### src/hw/rtl/gsa_fifo.sv
// Small register queue between the front end and the alignment engine.
module gsa_fifo #(
	parameter int WIDTH = 8,
	parameter int DEPTH = 4
) (
	input  logic             clk,
	input  logic             arst_n,
	input  logic             push,
	output logic             full,
	input  logic [WIDTH-1:0] wdata,
	input  logic             pop,
	output logic             empty,
	output logic [WIDTH-1:0] rdata
);
	localparam int PW = (DEPTH > 1) ? $clog2(DEPTH) : 1;
	localparam int CW = $clog2(DEPTH + 1);

	logic [WIDTH-1:0] mem_q [DEPTH];
	logic [PW-1:0]    wr_ptr_q;
	logic [PW-1:0]    rd_ptr_q;
	logic [CW-1:0]    cnt_q;
	logic             do_push;
	logic             do_pop;

	assign full    = (cnt_q == CW'(DEPTH));
	assign empty   = (cnt_q == '0);
	assign do_push = push && !full;
	assign do_pop  = pop && !empty;
	assign rdata   = mem_q[rd_ptr_q];

	// Pointer and fill count upkeep.
	always_ff @(posedge clk or negedge arst_n) begin
		if (!arst_n) begin
			wr_ptr_q <= '0;
			rd_ptr_q <= '0;
			cnt_q    <= '0;
		end else begin
			if (do_push) begin
				wr_ptr_q <= (wr_ptr_q == PW'(DEPTH - 1)) ? '0 : wr_ptr_q + 1'b1;
			end
			if (do_pop) begin
				rd_ptr_q <= (rd_ptr_q == PW'(DEPTH - 1)) ? '0 : rd_ptr_q + 1'b1;
			end
			if (do_push && !do_pop) begin
				cnt_q <= cnt_q + 1'b1;
			end else if (do_pop && !do_push) begin
				cnt_q <= cnt_q - 1'b1;
			end
		end
	end

	// Entry storage.
	always_ff @(posedge clk) begin
		if (do_push) begin
			mem_q[wr_ptr_q] <= wdata;
		end
	end

endmodule

### config.mk
export PLATFORM = sky130hd
export DESIGN_NAME = gsa_fifo
export DESIGN_NICKNAME = d
export VERILOG_FILES = /design/src/hw/rtl/gsa_fifo.sv
export SDC_FILE = /design/constraint.sdc
export NUM_CORES = 1
export LEC_CHECK = 0
export BUFFER_PORTS_ARGS = -buffer_cell sky130_fd_sc_hd__buf_2
export CAP_MARGIN = 20
export CORE_ASPECT_RATIO = 1.1
export CORE_MARGIN = 4
export CORE_UTILIZATION = 55
export CTS_CLUSTER_DIAMETER = 30
export DETAILED_ROUTE_END_ITERATION = 8
export GPL_TIMING_DRIVEN = 0
export PLACE_DENSITY = 0.77
export SYNTH_ARGS = -nofsm -noshare
export SYNTH_HDL_FRONTEND = slang
export SYNTH_SLANG_ARGS = --single-unit
### constraint.sdc
create_clock -name clk -period 2.17 [get_ports clk]
set_clock_uncertainty 0.05 [all_clocks]
set_input_delay 0.3255 -clock clk [delete_from_list [all_inputs] [get_ports clk]]
set_output_delay 0.3255 -clock clk [all_outputs]
set_load 0.02 [all_outputs]
### After elaboration in Yosys (flattened, before gate mapping)

Memories as Yosys holds them, arrays and structs flattened.
Cells that the tools add are included.

| word-level totals | value |
|---|---|
| register bits | 7 |
| bits in writable memories | 32 |
| output and inout port bits | 10 |
| word-level logic and storage cells | 27 |
| memories kept | 1 |

Memory list:

| memory | words | bits a word | rd ports | clocked after memory_dff | write ports | line | source |
|---|---|---|---|---|---|---|---|
| mem_q | 4 | 8 | 1 | 0 | 1 | 18 | `logic [WIDTH-1:0] mem_q [DEPTH];` |

| operators by class | value |
|---|---|
| $add $sub $neg | 4 |
| eq/ne operators | 3 |
| muxes and demuxes | 6 |
| reductions and logical operators | 10 |

Operators with widths:

| cell | number |
|---|---|
| $mux W3 | 2 |
| $add A2 B1 Y2 const B | 2 |
| $eq A2 B2 Y1 const B | 2 |
| $logic_and A1 B1 Y1 | 4 |
| $logic_not A1 Y1 | 4 |
| $mux W2 | 2 |
| $add A3 B1 Y3 const B | 1 |
| $eq A3 B3 Y1 const B | 1 |
| $logic_not A3 Y1 | 1 |
| $sub A3 B1 Y3 const B | 1 |
| $mux W1 | 2 |
| $reduce_bool A2 Y1 | 1 |

### Logic depth before layout (Yosys ltp)

| logic depth | value |
|---|---|
| word-level depth | 7 |
| depth in mapped cells | 8 |
| depth with buffers taken out | 8 |

### Worst setup path before layout

No wires, ideal clock.

| timing path | value |
|---|---|
| kind | register -> register |
| from | reg cnt_q[0] |
| to | reg cnt_q[2] |
| arrival | 2.247 ns |
| data required time | 2.041 ns |
| slack | -0.206 ns |
| stages on the path, launching flop included | 9 |
| path buffers | 0 |
| cell sequence | dfrtp_1 > nor3_1 > nand2b_4 > ha_1 > inv_1 > fa_1 > xor2_1 > nor2_1 > xor2_1 |

| between the ends | value |
|---|---|
| word-level cells in the longest chain between the ends | 6 |

RTL lines:

| item | line | source |
|---|---|---|
| start: declaration | 21 | `logic [CW-1:0] cnt_q;` |
| start signal: assignment | 45 | `cnt_q <= cnt_q + 1'b1;` |
| start signal: assignment | 47 | `cnt_q <= cnt_q - 1'b1;` |
| $logic_not A3 Y1 * | 26 | `assign empty = (cnt_q == '0);` |
| net empty | 12 | `output logic empty,` |
| $logic_not A1 Y1 * | 28 | `assign do_pop = pop && !empty;` |
| $logic_and A1 B1 Y1 * | 28 |  |
| $logic_not A1 Y1 | 44 | `if (do_push && !do_pop) begin` |
| $logic_and A1 B1 Y1 | 44 |  |
| $mux W3 or $reduce_bool A2 Y1 (tied branches) | -- |  |

The timed path passes the listed nets; every way through them passes the cells marked *. The select of a mux whose other input is x is not followed.
A chain may end at the register's enable or synchronous reset.

### Worst setup path after layout

| timing path | value |
|---|---|
| from | reg rd_ptr_q[0] |
| to | out rdata[3] |

| between the ends | value |
|---|---|
| word-level cells in the longest chain between the ends | 1 |

RTL lines:

| item | line | source |
|---|---|---|
| start: declaration | 20 | `logic [PW-1:0] rd_ptr_q;` |
| start signal: assignment | 42 | `rd_ptr_q <= (rd_ptr_q == PW'(DEPTH - 1)) ? '0 : rd_ptr_q + 1'b1;` |
| $mem_v2 Z4 W8 | -- |  |
| end: declaration | 13 | `output logic [WIDTH-1:0] rdata` |

No other way between the ends.

==> results.md <==
- Run status: finished, final reports clean
- # Max-Cap Violations: 0
- Pwr Total: 2500 µW
- R2r worst-path depth: 8
- Met3 wire length: 155 µm
- Met2 WL: 1324 µm
- #FFs+latches synth: 39
- Worst hold path startpoint: wdata[0]
- Drt first pass iters: 2
- Post-synthesis instance total: 79
- Worst hold stages: 1
- Top post-synthesis cells by count: 32 x edfxtp_1, 8 x mux4_2, 7 x dfrtp_1
- Leading area contributor after synthesis: edfxtp_1
- Worst Hold Class: in -> reg
- Yosys warning count: 0
- Setup Crit Path Kind: reg -> out
- Die area: between 3000 and 4000 µm²
- CTS Buffer Depth: 2
- Final GP Congestion: approximately 0.67
- Share of layout cells above drive strength 1: 45.05%
- Multi-input gate area: 466.7 µm²
- Num CTS Buffers: 5
- Clock Root Buffer: clkbuf_4
- CP required: approximately 1800 ps
- Top cells by area, synth: edfxtp_1 59%, mux4_2 11%, dfrtp_1 11%
- Clock sinks: 39
- Fin. Hold Viols: 0
- Uppermost layer routed: met4
- Fillers: 200
- CTS H-tree lvls: 2
- Slew Limit Fails: 0
- ANT cells: 0
- Clock-pin slew on the worst setup and hold paths: 110 ps
- Initial antenna violation count: 0
- Final period util: 95.16%
- RSZ-0062 raised after global routing: no
- Total congestion overflow: 0
- Vias in the first global route: 892
- Worst Hold Endpoint: mem_q[3][0]$_DFFE_PP_
- Period minus WS final: 2065 ps
- Port Buffers: 21
- Syn_area_per_cell: 20.48 µm²
- Ys flop type: edfxtp_1
- P per Cell Area: 1351 nW/µm²
- DR WL/cell: 18.08 µm
- Worst Tran Pin Value: 811.8 ps
- Max VDD drop: 0.0008591 V
- Initial DRC count: 26
- Leak Pwr: 0.0007164 µW
- Worst R2R Setup Slack: 170 ps
- Clk Latency, worst-skew pair: 340 ps
- Cell Area, Synth: 1618 µm²
- Synth cell types: 19
- DIE HEIGHT: 64.88 µm
- Crit path arrival time: ~1700 ps
- Vias: 786
- Register area: 1139 µm²
- Antenna-violating nets left: 0
- Met1 Wirelength: 1065 µm
- Area Growth Syn to Fin: 14.38%
- Highest net fanout along the worst path: 10
- I/O pins: 22
- CTS tree: done
- Initial core utilization: 57.72%
- Post-Syn Nets: 98
- Count leader, synth: edfxtp_1
- Fmax: 484.3 MHz
- GRT Overall Usage: around 16%
- Placeable Area: 2803 µm²
- Ys async rst share: 17.95%
- Chip width: 59.71 µm
- Pin count of the biggest net entering global routing: 12
- Rows: 20
- Avg Vias per Cell: around 5.5
- CP Launch Type: flip-flop
- RR Endpoint: cnt_q[2]$_DFFE_PN0P_
- Setup TNS: 0 ps
- Sequential fraction of the synthesis area: 70.22%
- Number of synthesized flops with an enable pin: 32
- Residual DRC: 0
- Drt total wl: 2603 µm
- Slew headroom: 45.68%
- Endpoints failing setup: 0
- Yosys top cell area share: 59.40%
- CP endpoint kind: primary output
- Post-DP HPWL: 1783 µm
- NumNets Final: 129
- Global-route wire length before repair: 4305 µm
- Reg2Reg Launch Point: cnt_q[1]$_DFFE_PN0P_
[stage by stage]
step / hold slack, ps / setup slack [ps] / instances / utilization, % / cell area [µm²]
floorplan: -20.09 / 23.01 / 79 / - / 1623
global placement: 113.2 / 196.9 / 133 / 63.13 / 1769
detailed placement: 117.6 / 162.8 / 133 / 63.13 / 1769
CTS: 126.7 / 3.657 / 142 / 65.27 / 1829
global route: 121.3 / 2.224 / 144 / 66.03 / 1851
finish: 146.7 / 105.1 / 144 / 66.03 / 1851
[critical path, cell delays in order (launching register included)]
cell      delay [ps]
dfrtp_1          370
clkbuf_4         260
mux4_2           530
buf_2            180
[layer usage]
metal  vias to the layer above  GRT usage (%)
met2                        18          24.19
met1                       397          19.89
met4                         0          8.310
li1                        365              -
met5                         -              0
met3                         6          5.777
[state kept, by name, indices dropped and copies added, names as in the netlist]
name,count
rd_ptr_q,2
mem_q,32
cnt_q,3
wr_ptr_q,2
[area by class of cell]
| cell class | instances | share of cell area [%] |
|---|---|---|
| clock inverters | 1 | 0.2705 |
| clock buffers | 7 | 2.434 |
| flip-flops and latches | 39 | 61.53 |
| plain buffers | 2 | 0.6761 |
| well taps | 33 | 2.231 |
| multi-input cells | 35 | 25.22 |
| repair buffers | 24 | 7.032 |
| inverters | 3 | 0.6085 |
[how the worst max path moves through the flow]
| stage | slack [ps] | depth (start not counted) | end | from |
|---|---|---|---|---|
| 2_1_floorplan | 20 | 8 | cnt_q[2]$_DFFE_PN0P_ | cnt_q[1]$_DFFE_PN0P_ |
| 3_3_place_gp | 200 | 6 | cnt_q[1]$_DFFE_PN0P_ | cnt_q[0]$_DFFE_PN0P_ |
| 3_5_place_dp | 160 | 6 | cnt_q[1]$_DFFE_PN0P_ | cnt_q[0]$_DFFE_PN0P_ |
| 4_1_cts | 4 | 3 | rdata[0] | rd_ptr_q[0]$_DFFE_PN0P_ |
| 5_1_grt | 2 | 8 | cnt_q[2]$_DFFE_PN0P_ | cnt_q[1]$_DFFE_PN0P_ |
| 6_report | 110 | 3 | rdata[3] | rd_ptr_q[0]$_DFFE_PN0P_ |
[power breakdown]
part	switching [µW]	internal (µW)	leakage [µW]
clock network	220	126	0.0000293
logic	529	496	0.000314
registers	109	1020	0.000373
total	859	1640	0.000716
[kinds of logic (layout without fill, tap and decap cells)]
group	count (synthesis)	after routing	share of synthesized area, %
buffers and inverters	5	37	1.237
and+or+nand+nor	12	12	5.490
DFF	39	39	70.22
adders and majority gates	7	7	5.878
muxes	13	13	15.55
xor gates and xnor gates	3	3	1.624
[layout by cell type, fill, tap and decap left out, drive strengths merged, types with 2 or more instances in the layout]
| master | count |
|---|---|
| mux2 | 5 |
| ha | 6 |
| clkbuf | 9 |
| mux4 | 8 |
| inv | 3 |
| nor2 | 4 |
| edfxtp | 32 |
| dfrtp | 7 |
| and2 | 3 |
| buf | 23 |
| xor2 | 2 |
[what timing repair did]
action / 4_1_cts / 5_1_grt
gates resized for setup: 0 / 5
hold buffers: 1 / 0
endpoints found under the setup margin: 0 / 10
setup buffers: 0 / 2
hold endpoints to repair: 7 / 0
No activity file was read; power rests on OpenSTA's default activity.
