===== config.mk =====
export PLATFORM = sky130hd
export DESIGN_NAME = gsa_front
export DESIGN_NICKNAME = d
export VERILOG_FILES = /design/src/hw/rtl/gsa_pkg.sv /design/src/hw/rtl/gsa_front.sv
export SDC_FILE = /design/constraint.sdc
export NUM_CORES = 1
export LEC_CHECK = 0
export BUFFER_PORTS_ARGS = -buffer_cell sky130_fd_sc_hd__clkbuf_2
export CORE_AREA = 4 4 72 47
export DETAILED_ROUTE_END_ITERATION = 6
export DIE_AREA = 0 0 76 51
export PLACE_DENSITY = 0.7
export SYNTH_ARGS = -nofsm -noshare
export SYNTH_HDL_FRONTEND = slang
export SYNTH_SLANG_ARGS = --single-unit

===== constraint.sdc =====
create_clock -name clk -period 2.01 [get_ports clk]
set_input_delay 0.603 -clock clk [delete_from_list [all_inputs] [get_ports clk]]
set_output_delay 0.603 -clock clk [all_outputs]
set_load 0.02 [all_outputs]

===== src/hw/rtl/gsa_pkg.sv =====
// Shared types, constants and codes for the global sequence aligner.
package gsa_pkg;

	// Default sizing of the core.
	localparam int MAX_LEN_DEF     = 32;
	localparam int SCORE_WIDTH_DEF = 16;

	// Field widths of the command word, sized for the largest sequence length.
	localparam int ADDR_W_MAX = 5;
	localparam int CNT_W_MAX  = 6;

	// Result status codes.
	localparam logic [1:0] STAT_OK    = 2'd0;
	localparam logic [1:0] STAT_SHORT = 2'd1;
	localparam logic [1:0] STAT_LONG  = 2'd2;

	// Store write operations carried by a command word.
	localparam logic [1:0] OP_NONE = 2'd0;
	localparam logic [1:0] OP_WR1  = 2'd1;
	localparam logic [1:0] OP_WR2  = 2'd2;

	// Configuration register indexes.
	localparam logic [1:0] REG_MATCH    = 2'd0;
	localparam logic [1:0] REG_MISMATCH = 2'd1;
	localparam logic [1:0] REG_GAP      = 2'd2;

	// Byte used for a wildcard column.
	localparam logic [7:0] WILD_BYTE = 8'hff;

	// One input word.
	typedef struct packed {
		logic       req_type;
		logic [7:0] symbol;
		logic       end_of_sequence;
	} in_item_t;

	// One result word.
	typedef struct packed {
		logic [7:0] first_symbol;
		logic       first_gap;
		logic [7:0] second_symbol;
		logic       second_gap;
		logic [7:0] merged_symbol;
		logic       wildcard_res;
		logic [1:0] status;
		logic       final_column;
	} out_item_t;

	// Command from the front end to the alignment engine.
	typedef struct packed {
		logic [1:0]            op;
		logic [ADDR_W_MAX-1:0] addr;
		logic [7:0]            sym;
		logic                  run;
		logic [1:0]            status;
		logic [CNT_W_MAX-1:0]  n1;
		logic [CNT_W_MAX-1:0]  n2;
	} cmd_t;

endpackage


===== src/hw/rtl/gsa_front.sv =====
// Front end: counts incoming bytes, flags overflow and issues store and run commands.
module gsa_front #(
	parameter int MAX_LEN = gsa_pkg::MAX_LEN_DEF
) (
	input  logic              clk,
	input  logic              arst_n,
	input  logic              accept,
	input  gsa_pkg::in_item_t item,
	output gsa_pkg::cmd_t     cmd
);
	import gsa_pkg::*;

	localparam int CW = $clog2(MAX_LEN + 1);

	logic [CW-1:0] cnt1_q;
	logic [CW-1:0] cnt2_q;
	logic          ovf1_q;
	logic          ovf2_q;
	logic          room1;
	logic          room2;
	logic [CW-1:0] cnt2_nxt;
	logic          ovf2_nxt;
	logic          run;

	assign room1    = (cnt1_q != CW'(MAX_LEN));
	assign room2    = (cnt2_q != CW'(MAX_LEN));
	assign cnt2_nxt = (item.req_type && room2) ? cnt2_q + 1'b1 : cnt2_q;
	assign ovf2_nxt = ovf2_q || (item.req_type && !room2);
	assign run      = item.req_type && item.end_of_sequence;

	// Build the command for the word at the input.
	always_comb begin
		cmd        = '0;
		cmd.sym    = item.symbol;
		cmd.run    = run;
		cmd.n1     = CNT_W_MAX'(cnt1_q);
		cmd.n2     = CNT_W_MAX'(cnt2_nxt);
		if (!item.req_type) begin
			cmd.op   = room1 ? OP_WR1 : OP_NONE;
			cmd.addr = ADDR_W_MAX'(cnt1_q);
		end else begin
			cmd.op   = room2 ? OP_WR2 : OP_NONE;
			cmd.addr = ADDR_W_MAX'(cnt2_q);
		end
		if (ovf1_q || ovf2_nxt) begin
			cmd.status = STAT_LONG;
		end else if (cnt1_q < CW'(2) || cnt2_nxt < CW'(2)) begin
			cmd.status = STAT_SHORT;
		end else begin
			cmd.status = STAT_OK;
		end
	end

	// Sequence counters; a run start clears them for the next pair.
	always_ff @(posedge clk or negedge arst_n) begin
		if (!arst_n) begin
			cnt1_q <= '0;
			cnt2_q <= '0;
			ovf1_q <= 1'b0;
			ovf2_q <= 1'b0;
		end else if (accept) begin
			if (run) begin
				cnt1_q <= '0;
				cnt2_q <= '0;
				ovf1_q <= 1'b0;
				ovf2_q <= 1'b0;
			end else if (!item.req_type) begin
				if (room1) begin
					cnt1_q <= cnt1_q + 1'b1;
				end else begin
					ovf1_q <= 1'b1;
				end
			end else begin
				cnt2_q <= cnt2_nxt;
				ovf2_q <= ovf2_nxt;
			end
		end
	end

endmodule


[Word-level counts from Yosys, hierarchy flattened]
Cells that the tools add are included.
Widths: inputs -> output; s select.
Operators by class
  add/subtract/negate cells: 2
  mux-type cells: 16
  reduce and logical (&&, ||, !) cells: 12
  equal/unequal tests: 4
  $lt $le $gt $ge: 2
Operator list (count)
  $mux 6: 6
  $add 6x1->6 const B: 2
  $lt 6x2->1 const B: 2
  $ne 6x6->1 const B: 2
  $mux 1: 7
  $mux 7: 1
  $reduce_and 3->1: 2
  $mux 2: 2
  $ne 2x1->1 const B: 2
  $reduce_bool 2->1: 2
  $logic_and 1x1->1: 3
  $logic_or 1x1->1: 3
  $reduce_and 2->1: 1
  $logic_not 1->1: 1
Word-level totals
  output and inout bits: 30
  register bits after elaboration: 14

[Depth between registers and ports, before layout]
  word-level depth: 7
  depth in mapped cells: 7
  gate-level depth less buffers: 6

[Least setup slack after synthesis]
OpenSTA, ideal clock, no wires.
  path kind: flip-flop to output port
  from: register cnt2_q[0]
  to: output port cmd[12] in the netlist's numbering
  arrival: 1.667 ns
  setup slack: -0.260 ns
  cell stages (with the launch flop): 7
  path through: dfrtp_1 inv_1 ha_1 nand4bb_4 nor2_1 a211o_1 a211oi_2
RTL lines
  from (decl): RTL line gsa_front.sv:16  | logic [CW-1:0] cnt2_q;
  from (signal assigned): RTL line gsa_front.sv:74  | cnt2_q <= cnt2_nxt;
  to (decl): RTL line gsa_front.sv:9  | output gsa_pkg::cmd_t cmd

==> flow_summary.toml <==
[critical_path]
worstSetupPathType = "reg -> out"
critical_path.startpoint = "cnt2_q[1]$_DFFE_PN0P_"
rr_worst_depth = 6
worstPathArrival_ps = 1840
worstPathCellList = "inv_2, ha_4, nand4bb_4, a211oi_4, a311oi_4, a211oi_4, buf_6"
r2r_end = "cnt2_q[1]$_DFFE_PN0P_"
r2r_start = "cnt2_q[1]$_DFFE_PN0P_"
max_stage_delay_ps = 420
critical_path.max_fanout = 5
cp_common_cell = "a211oi_4"
setup.worst_path.end = "cmd[12]"
end_kind = "primary output"
slowest_stage = "dfrtp_2"
critPathLaunchType = "flop"
reg2reg_slack_ps = 380
required_ps = 1410

[power_and_ir_drop]
leakagePower_nw = 0.8530
finalPower_mw = 1.510
irDropWorstVdd_v = 0.0004543
powerDensity_mw_per_mm2 = 837.7

[detailed_routing]
ant_nets = 0
firstDrtPassIters = 4
vias = 1203
drt_iter0_markers = 67
viasPerCell = 5.518
post_drt_wl_per_cell_um = 17.07
totalWireLength_um = 3722
drc = 0

[synthesis]
yosysSeqAreaShare = 0.3037
yosys-top-cells-area = "dfrtp_1, buf_4, nand2_1"
synthesis.instances = 136
yosysTopAreaCell = "dfrtp_1"
syn_nets = 153
synth-main-ff-cell = "dfrtp_1"
synthArstFlopShare = 1.000
yosys_warnings = 0
syn_area_per_cell_um2 = 8.482
synth_edf_count = 0
ys_ff_latch = 14
ys_types = 41
synth_top_area_share = 0.3037
synthesis.area_mm2 = 0.001154

[cts]
cts_hold_buf = 0
clock_sinks = 14
worstSkewPairLatency_ps = 250
cts_tree = "yes"
cts_max_level = 1
clock_path_buffers = 2
cts_root_buf = "clkbuf_8"
cts.reportedPaths.clkPinSlew_ps = 70
numCtsBuffers = 3

[sta]
max_slew_margin = 0.7430
post-route-worst-setup-slack_ps = -436.9
worstMarginPinSlew_ps = 385.6
finClkSkew_ps = 4.500
fin_crit_sh = 1.217
rsz0062_at_grt = "true"
finalCriticalPeriod_ps = 2447
setup_tns_ps = -2547
clock.fmax_ghz = 0.4087
maxSlewViolCount = 0
finalSetupViolCount = 11
finalHoldWorstSlack_ps = 258.5
hold_viol_final = 0

[finish]
antenna_cells = 0
final_layout_size_suffix_gt1_frac = 0.5272
fin_area_mm2 = 0.001803
fin_util = 0.6535
multi_input_area_um2 = 814.5
fillers = 221
area_growth_syn_to_layout_pct = 56.29
final_nets = 202
instances_no_fill = 218
regArea_um2 = 352.8

[status]
outcome = "complete, but fails checks"
violations = "negative setup slack"

[global_routing]
gr-total-overflow = 0
antenna_found_initial = 0
grt_pass1_wl_um = 5609
grt_usage = 0.1815
grt_pass1_vias = 1170
grt_max_degree = 15

[placement]
dp_hpwl_um = 2634
portBuffers = 26
place_area_mm2 = 0.001534
dp.cells = 210
gp_congestion = 0.8753
pre_cts_ws_ps = -223.4

[floorplanning]
num_rows = 15
dieArea_mm2 = 0.003876
fp.dieW_um = 76
core_mm2 = 0.002759
dieHeight_um = 51
pin_count = 43
initial_core_util = 0.4181

[run]
max_cap_violations = 0

[hold_path]
hp-class = "in -> async"
## state kept, by name, summed over array words and instances (netlist names)
name / flops
cnt2_q: 6
cnt1_q: 6
ovf2_q: 1
ovf1_q: 1
## cells in the mapped netlist (all sizes together) (2+ instances only)
cell and instances:
buf 16, a211oi 2, inv 8, nand4 2
or4 2, a22o 4, mux2 2, nor2b 2
nor3b 2, mux2i 3, o21ai 13, xnor2 4
ha 4, nor2 7, nand2 19, nand3 5
nor3 3, dfrtp 14, a21oi 4, a31oi 3
clkbuf 3
## worst max-delay path: cells and delay by family, from the launching register on
family	cells	cell delay (ps)
AOI/OAI and AO/OA	3	580
buffers and inverters	2	240
and+or+nand+nor	1	180
DFF	1	420
adders and majority gates	1	150
## kinds of logic (layout without fill, tap and decap cells)
group | Yosys count | after routing | share of synthesized area
AND/OR/NAND/NOR | 46 | 46 | 0.2169
AO/OA/AOI/OAI | 35 | 35 | 0.2039
adder cells (fa/ha/maj) | 4 | 4 | 0.04339
flip-flops | 14 | 14 | 0.3037
buffers and inverters | 27 | 75 | 0.1486
XOR/XNOR | 5 | 5 | 0.03796
multiplexers | 5 | 5 | 0.04555
## layer usage
metal	wire length, um	track usage	share of wire
met5	0	0	0
met4	103	0.05030	0.028
met3	182	0.04754	0.049
met1	1612	0.2324	0.43
met2	1824	0.3040	0.49
## placed cells by master, fill, tap and decap left out, types with 4 or more instances in the layout
cell      synthesis  layout
buf_4            10      33
nand2_1          19      18
clkbuf_2          0      14
dfrtp_1          14      12
o21ai_0          13      11
buf_6             4      10
inv_1             8       5
nor2_1            7       4
nand3_1           4       4
a21oi_1           4       4
## report_power, final
part / internal (mW) / total (mW) / leakage (nW) / switching [mW]
clock network: 0.141 / 0.254 / 0.0228 / 0.114
registers: 0.338 / 0.393 / 0.179 / 0.0552
logic: 0.401 / 0.863 / 0.652 / 0.462
total: 0.880 / 1.51 / 0.853 / 0.630
## worst min path at each step
stage,startpoint,endpoint,slack (ps),cells after the start
finish,arst_n,cnt1_q[1]$_DFFE_PN0P_,260,1
floorplan,arst_n,cnt1_q[0]$_DFFE_PN0P_,310,0
global placement,ovf1_q$_DFFE_PN0P_,ovf1_q$_DFFE_PN0P_,490,2
detailed placement,arst_n,cnt1_q[5]$_DFFE_PN0P_,540,1
global route,arst_n,cnt1_q[1]$_DFFE_PN0P_,290,1
CTS,arst_n,cnt1_q[1]$_DFFE_PN0P_,270,1
## final cells by class
class	count	area share
well taps	34	0.02359
multi-input cells	95	0.4518
repair buffers	63	0.2859
inverters	8	0.01804
clock buffers	4	0.02498
flip-flops and latches	14	0.1957
## what timing repair did
action	4_1_cts	5_1_grt
endpoints found under the setup margin	12	13
pin swaps	2	4
setup buffers	1	3
resized for setup	14	43
No activity file was read; power rests on OpenSTA's default activity.
